### config.mk
export PLATFORM = sky130hd
export DESIGN_NAME = terminal_escape_key_decoder_unit
export DESIGN_NICKNAME = d
export VERILOG_FILES = /design/src/sv/tekd_pkg.sv /design/src/sv/terminal_escape_key_decoder_unit.sv
export SDC_FILE = /design/constraint.sdc
export NUM_CORES = 1
export LEC_CHECK = 0
export BUFFER_PORTS_ARGS = -buffer_cell sky130_fd_sc_hd__buf_2
export CAP_MARGIN = 40
export CORE_ASPECT_RATIO = 0.5
export CORE_MARGIN = 1
export CORE_UTILIZATION = 35
export DETAILED_ROUTE_END_ITERATION = 10
export PLACE_DENSITY = 0.63
export SLEW_MARGIN = 20
export SYNTH_ARGS = -nofsm -noshare
export SYNTH_HDL_FRONTEND = slang
export SYNTH_SLANG_ARGS = --single-unit
### constraint.sdc
create_clock -name i_clk -period 5.4 [get_ports i_clk]
set_clock_uncertainty 0.1 [all_clocks]
set_input_delay 0.81 -clock i_clk [delete_from_list [all_inputs] [get_ports i_clk]]
set_output_delay 0.81 -clock i_clk [all_outputs]
set_load 0.02 [all_outputs]
### src/sv/tekd_pkg.sv
// ============================================================================
// tekd_pkg
// Types and byte constants shared by the terminal escape key decoder.
// ============================================================================
`default_nettype none

package tekd_pkg;

    typedef enum logic [3:0] {
        PH_IDLE    = 4'd0,
        PH_FIRST   = 4'd1,
        PH_BRACKET = 4'd2,
        PH_SS3     = 4'd3,
        PH_OTHER   = 4'd4,
        PH_DIGIT   = 4'd5,
        PH_MBUTTON = 4'd6,
        PH_MPOS1   = 4'd7,
        PH_MPOS2   = 4'd8
    } t_phase;

    typedef enum logic [3:0] {
        KEY_PLAIN = 4'd0,
        KEY_ESC   = 4'd1,
        KEY_UP    = 4'd2,
        KEY_DOWN  = 4'd3,
        KEY_RIGHT = 4'd4,
        KEY_LEFT  = 4'd5,
        KEY_HOME  = 4'd6,
        KEY_END   = 4'd7,
        KEY_DEL   = 4'd8,
        KEY_PGUP  = 4'd9,
        KEY_PGDN  = 4'd10
    } t_key_kind;

    typedef enum logic {
        ACT_BYTE = 1'b0,
        ACT_TICK = 1'b1
    } t_action;

    localparam logic [7:0] C_ESC      = 8'd27;
    localparam logic [7:0] C_LBRACKET = 8'h5B;
    localparam logic [7:0] C_SS3      = 8'h4F;
    localparam logic [7:0] C_TILDE    = 8'h7E;
    localparam logic [7:0] C_MOUSE    = 8'h4D;
    localparam logic [7:0] C_BTN_DOWN = 8'h61;
    localparam logic [7:0] C_BTN_UP   = 8'h60;
    localparam logic [7:0] C_DIGIT_0  = 8'h30;
    localparam logic [7:0] C_DIGIT_9  = 8'h39;
    localparam logic [7:0] C_DIGIT_3  = 8'h33;
    localparam logic [7:0] C_DIGIT_5  = 8'h35;
    localparam logic [7:0] C_DIGIT_6  = 8'h36;
    localparam logic [7:0] C_UP       = 8'h41;
    localparam logic [7:0] C_DOWN     = 8'h42;
    localparam logic [7:0] C_RIGHT    = 8'h43;
    localparam logic [7:0] C_LEFT     = 8'h44;
    localparam logic [7:0] C_HOME     = 8'h48;
    localparam logic [7:0] C_END      = 8'h46;

endpackage

`default_nettype wire

### src/sv/terminal_escape_key_decoder_unit.sv
// ============================================================================
// terminal_escape_key_decoder_unit
// Decodes terminal bytes and read timeout ticks into key codes.
// ============================================================================
//
//   channel  direction  handshake               word
//   -------  ---------  ----------------------  ----------------------------
//   input    in         i_in_valid / o_in_stall  i_action, i_data_byte
//   output   out        o_out_valid / i_out_stall o_key_kind, o_char_byte
//
// One word is accepted every cycle unless the input is stalled, and a key that
// it completes appears in the output register on the next cycle.
// The parser state and the output register decide the rate: one transition
// per word. Reset (synchronous, active low) returns the parser to idle and
// empties the output register. The input stalls only while the output
// register holds a key that is itself stalled.
`default_nettype none

module terminal_escape_key_decoder_unit (
    input  wire logic       i_clk,
    input  wire logic       i_rst_n,
    input  wire logic       i_in_valid,
    output logic            o_in_stall,
    input  wire logic       i_action,
    input  wire logic [7:0] i_data_byte,
    output logic            o_out_valid,
    input  wire logic       i_out_stall,
    output logic [3:0]      o_key_kind,
    output logic [7:0]      o_char_byte
);
    import tekd_pkg::*;

    t_phase     r_phase, n_phase;
    logic [7:0] r_digit, n_digit;
    logic [7:0] r_button, n_button;
    logic       r_out_valid;
    t_key_kind  r_kind;
    logic [7:0] r_char;

    logic       accept;
    logic       tick;
    logic       emit;
    t_key_kind  emit_kind;
    logic [7:0] emit_char;

    assign o_in_stall = r_out_valid && i_out_stall;
    assign accept     = i_in_valid && !o_in_stall;
    assign tick       = (i_action == ACT_TICK);

    always_comb begin
        n_phase  = r_phase;
        n_digit  = r_digit;
        n_button = r_button;
        case (r_phase)
            PH_IDLE: begin
                if (!tick && i_data_byte == C_ESC) begin
                    n_phase = PH_FIRST;
                end else if (!tick) begin
                    n_phase = PH_IDLE;
                end
            end
            PH_MPOS1: begin
                if (tick) begin
                    n_phase = (r_button == C_BTN_DOWN || r_button == C_BTN_UP)
                              ? PH_IDLE : PH_FIRST;
                end else begin
                    n_phase = PH_MPOS2;
                end
            end
            PH_MPOS2: begin
                n_phase = (r_button == C_BTN_DOWN || r_button == C_BTN_UP)
                          ? PH_IDLE : PH_FIRST;
            end
            PH_FIRST: begin
                if (tick) begin
                    n_phase = PH_IDLE;
                end else if (i_data_byte == C_LBRACKET) begin
                    n_phase = PH_BRACKET;
                end else if (i_data_byte == C_SS3) begin
                    n_phase = PH_SS3;
                end else begin
                    n_phase = PH_OTHER;
                end
            end
            PH_BRACKET: begin
                if (tick) begin
                    n_phase = PH_IDLE;
                end else if (i_data_byte inside {[C_DIGIT_0:C_DIGIT_9]}) begin
                    n_digit = i_data_byte;
                    n_phase = PH_DIGIT;
                end else if (i_data_byte inside {C_UP, C_DOWN, C_RIGHT, C_LEFT,
                                                 C_HOME, C_END}) begin
                    n_phase = PH_IDLE;
                end else if (i_data_byte == C_MOUSE) begin
                    n_phase = PH_MBUTTON;
                end else begin
                    n_phase = PH_FIRST;
                end
            end
            PH_DIGIT: begin
                if (tick) begin
                    n_phase = PH_IDLE;
                end else if (i_data_byte == C_TILDE &&
                             r_digit inside {C_DIGIT_3, C_DIGIT_5, C_DIGIT_6}) begin
                    n_phase = PH_IDLE;
                end else begin
                    n_phase = PH_FIRST;
                end
            end
            PH_SS3: begin
                if (tick) begin
                    n_phase = PH_IDLE;
                end else if (i_data_byte inside {C_HOME, C_END}) begin
                    n_phase = PH_IDLE;
                end else begin
                    n_phase = PH_FIRST;
                end
            end
            PH_OTHER: begin
                n_phase = tick ? PH_IDLE : PH_FIRST;
            end
            PH_MBUTTON: begin
                if (tick) begin
                    n_phase = PH_IDLE;
                end else begin
                    n_button = i_data_byte;
                    n_phase  = PH_MPOS1;
                end
            end
            default: begin
                n_phase = PH_IDLE;
            end
        endcase
    end

    always_comb begin
        emit      = 1'b0;
        emit_kind = KEY_PLAIN;
        emit_char = 8'd0;
        case (r_phase)
            PH_IDLE: begin
                if (!tick && i_data_byte != C_ESC) begin
                    emit      = 1'b1;
                    emit_char = i_data_byte;
                end
            end
            PH_MPOS1, PH_MPOS2: begin
                if (r_phase == PH_MPOS2 || tick) begin
                    if (r_button == C_BTN_DOWN) begin
                        emit      = 1'b1;
                        emit_kind = KEY_DOWN;
                    end else if (r_button == C_BTN_UP) begin
                        emit      = 1'b1;
                        emit_kind = KEY_UP;
                    end
                end
            end
            PH_FIRST, PH_OTHER, PH_MBUTTON: begin
                if (tick) begin
                    emit      = 1'b1;
                    emit_kind = KEY_ESC;
                end
            end
            PH_BRACKET: begin
                if (tick) begin
                    emit      = 1'b1;
                    emit_kind = KEY_ESC;
                end else begin
                    emit = 1'b1;
                    case (i_data_byte)
                        C_UP:    emit_kind = KEY_UP;
                        C_DOWN:  emit_kind = KEY_DOWN;
                        C_RIGHT: emit_kind = KEY_RIGHT;
                        C_LEFT:  emit_kind = KEY_LEFT;
                        C_HOME:  emit_kind = KEY_HOME;
                        C_END:   emit_kind = KEY_END;
                        default: emit      = 1'b0;
                    endcase
                end
            end
            PH_DIGIT: begin
                if (tick) begin
                    emit      = 1'b1;
                    emit_kind = KEY_ESC;
                end else if (i_data_byte == C_TILDE) begin
                    emit = 1'b1;
                    case (r_digit)
                        C_DIGIT_3: emit_kind = KEY_DEL;
                        C_DIGIT_5: emit_kind = KEY_PGUP;
                        C_DIGIT_6: emit_kind = KEY_PGDN;
                        default:   emit      = 1'b0;
                    endcase
                end
            end
            PH_SS3: begin
                if (tick) begin
                    emit      = 1'b1;
                    emit_kind = KEY_ESC;
                end else if (i_data_byte == C_HOME) begin
                    emit      = 1'b1;
                    emit_kind = KEY_HOME;
                end else if (i_data_byte == C_END) begin
                    emit      = 1'b1;
                    emit_kind = KEY_END;
                end
            end
            default: begin
                emit = 1'b0;
            end
        endcase
    end

    always_ff @(posedge i_clk) begin
        if (!i_rst_n) begin
            r_phase     <= PH_IDLE;
            r_digit     <= 8'd0;
            r_button    <= 8'd0;
            r_out_valid <= 1'b0;
        end else begin
            if (accept) begin
                r_phase  <= n_phase;
                r_digit  <= n_digit;
                r_button <= n_button;
            end
            if (accept && emit) begin
                r_out_valid <= 1'b1;
            end else if (!i_out_stall) begin
                r_out_valid <= 1'b0;
            end
        end
    end

    always_ff @(posedge i_clk) begin
        if (accept && emit) begin
            r_kind <= emit_kind;
            r_char <= emit_char;
        end
    end

    assign o_out_valid = r_out_valid;
    assign o_key_kind  = r_kind;
    assign o_char_byte = r_char;

    a_char_zero: assert property (@(posedge i_clk) disable iff (!i_rst_n)
        (r_out_valid && r_kind != KEY_PLAIN) |-> (r_char == 8'd0))
        else $error("char byte is not zero for a decoded key");

    a_plain_echo: assert property (@(posedge i_clk) disable iff (!i_rst_n)
        (accept && r_phase == PH_IDLE && !tick && i_data_byte != C_ESC)
        |=> (r_out_valid && r_kind == KEY_PLAIN && r_char == $past(i_data_byte)))
        else $error("plain byte was not passed through");

    a_stall_full: assert property (@(posedge i_clk) disable iff (!i_rst_n)
        o_in_stall |-> (r_out_valid && i_out_stall))
        else $error("input stalled while the output register can take a key");

    a_mpos2_order: assert property (@(posedge i_clk) disable iff (!i_rst_n)
        (accept && r_phase == PH_MPOS1 && !tick) |=> (r_phase == PH_MPOS2))
        else $error("second mouse position byte not reached");

endmodule

`default_nettype wire

==> flow_summary.ini <==
[run_status]
status = complete, no violations

[layout]
syn_to_final_growth_pct = 12.9
layout_common_cells = buf_2 (26), nor2b_1 (21), dfxtp_1 (21), mux2i_1 (14)
antenna_cells = 0
layout-drive-gt1-share_pct = 21.0
layout_commonest_cell = buf_2
ff_latch_area_um2 = 781
fillers = 531
nets = 231
multiInputGateArea_um2 = 1050

[critical_path]
cp-start-kind = input port
critical_path_class = in -> reg
worstReg2RegStart = r_phase[1]$_SDFFE_PN0P_
endpoint_kind = register
cp_data_arrival_time_ns = 2.70
reg2reg_slack_ns = 2.84
critPathMaxFanout = 12
crit_end = o_char_byte[7]$_SDFFCE_PN0P_
r2r_end = o_char_byte[7]$_SDFFCE_PN0P_
reg2reg_depth = 5
cp-startpoint = i_data_byte[4]
required_ns = 5.23

[floorplanning]
dieHeight_um = 54.2
rows = 18
dieArea_um2 = 5770
die_w_um = 106
initial_core_util_pct = 37.5
core_area_um2 = 5090
ios = 27

[pwr]
clkPwrFrac_pct = 39.0
p_int_mw = 0.394
ir_drop_mv = 0.0880
p_seq_share_pct = 51.4
p_leak_nw = 0.794
power_density_nw_per_um2 = 238
combPwrFrac_pct = 9.6
p_sw_share_pct = 23.1
p_sw_mw = 0.119

[clocking]
clk_latency_ns = 0.29
cts-root-buf = clkbuf_8
cts.path.max_buffers = 2
postCtsResizedCells = 0
postCtsHoldBufs = 0
cts_tree = yes
htreeDepth = 2
path_clk_slew_ns = 0.06
postCtsSetupBuffers = 0
numCtsBuffers = 5
cts_sinks = 33

[timing]
period_needed_ns = 2.86
grt_setup_unrepaired = false
tns_ns = 0
min_period_over_period_pct = 53.0
fin_ws_ns = 2.54
hold_violations = 0
hold_ws_ns = 0.363
setup_viol = 0
final-max-slew-violation-count = 0
slew_headroom_pct = 54.7
timing.fmax_mhz = 349
tightest_slew_ns = 0.676

[route]
viasPerCell = 5.53
drc = 0
drt-total-wl_um = 4490
ant_nets = 0
drt_iter0_markers = 81
wire_per_inst_um = 15.5
dr_total_vias = 1599
drt_first_pass_iters = 4

[logic_synthesis]
postSynthCellCount = 199
ys.flop_type = dfxtp_1
async_flop_share_pct = 0
netlist-cell-type-count = 52
syn_area_per_cell_um2 = 9.59
yosysSeqAreaShare_pct = 40.9
yosys_register_bits = 33
synthesis.nets = 212
yosysWarnings = 0
synth.cell_area_um2 = 1910
synth_edf_count = 12

[global_route]
grt_overflow = 0
met1_usage_pct = 22.3
grt-busiest-layer = met2
use_met3_pct = 3.57
antenna_found_initial = 0
grt_pass1_wl_um = 7230
met2_usage_pct = 27.3
grt_pass1_vias = 1435
grt_max_degree = 23
grt_usage_pct = 17.0

[flow_run]
cap_violations = 0

[place]
place.gp.congestion = 0.948
port_buffers = 26
pre_cts_ws_ns = 2.24
place_hpwl_um = 3290

[worst_hold_path]
hold_class = reg -> reg
[critical path: stages]
cell and delay [ns]:
buf_2 0.16, or4b_4 0.60, nor4_4 0.29, a21oi_2 0.10, o32ai_2 0.29, or3_1 0.44
[power groups by stage]
| stage | logic [mW] | clock network (mW) | registers (mW) |
|---|---|---|---|
| 2_1_floorplan | 0.0274 | 0 | 0.275 |
| 3_3_place_gp | 0.0480 | 0 | 0.269 |
| 3_5_place_dp | 0.0486 | 0 | 0.269 |
| 4_1_cts | 0.0488 | 0.207 | 0.264 |
| 5_1_grt | 0.0539 | 0.217 | 0.264 |
| 6_report | 0.0491 | 0.200 | 0.263 |
[cell usage after synthesis (all sizes together), types with 6 or more instances]
cell type	n	area [µm²]
nor2	11	41.3
and3	6	37.5
nand2	12	45.0
buf	7	47.5
edfxtp	12	360
o21ai	6	30.0
mux2i	14	140
and2	7	43.8
nor3	9	50.1
dfxtp	21	420
nor2b	21	131
clkbuf	7	26.3
a21oi	8	43.8
[final cells by class]
cell class / count / share of cell area, %
well taps: 70 / 4.07
multi-input cells: 151 / 48.8
flip-flops and latches: 33 / 36.3
clock inverters: 1 / 0.232
repair buffers: 26 / 6.04
clock buffers: 7 / 4.47
inverters: 1 / 0.174
[registers in the layout, summed over array words and instances, names as in the netlist]
| register | cells |
|---|---|
| o_out_valid | 1 |
| r_digit | 8 |
| o_char_byte | 8 |
| r_button | 8 |
| o_key_kind | 4 |
| r_phase | 4 |
[worst min-delay path by stage]
stage | start | to | slack [ns] | cells after the start
finish | r_digit[5]$_SDFFE_PN0P_ | r_digit[5]$_SDFFE_PN0P_ | 0.36 | 1
global route | r_digit[4]$_SDFFE_PN0P_ | r_digit[4]$_SDFFE_PN0P_ | 0.40 | 1
CTS | r_digit[5]$_SDFFE_PN0P_ | r_digit[5]$_SDFFE_PN0P_ | 0.37 | 1
detailed placement | r_digit[5]$_SDFFE_PN0P_ | r_digit[5]$_SDFFE_PN0P_ | 0.35 | 1
global placement | r_digit[5]$_SDFFE_PN0P_ | r_digit[5]$_SDFFE_PN0P_ | 0.35 | 1
floorplan | r_digit[5]$_SDFFE_PN0P_ | r_digit[5]$_SDFFE_PN0P_ | 0.33 | 1
[metrics by stage]
step           power [mW]  cell area (µm²)  utilization [%]  instances
4_1_cts             0.520             2150             42.3        289
2_1_floorplan       0.302             1910                -        199
6_report            0.513             2150             42.3        289
3_5_place_dp        0.318             2050             40.3        281
5_1_grt             0.535             2150             42.3        289
3_3_place_gp        0.317             2050             40.3        281
[logic make-up after synthesis]
group / count (synthesis) / share of synthesized area [%]
simple gates: 95 / 31.5
compound gates: 38 / 14.2
flops: 33 / 40.9
mux: 15 / 7.93
buf+inv: 15 / 4.07
xor+xnor: 3 / 1.38
[layer usage]
metal  vias up  part of all wire (%)  wire [µm]
li1        781                     -          -
met1       742                    49       2190
met2        64                    43       1930
met3        12                   5.9        265
met4         0                   2.5        113
met5         -                     0          0
Power figures use the tool's default switching activity.
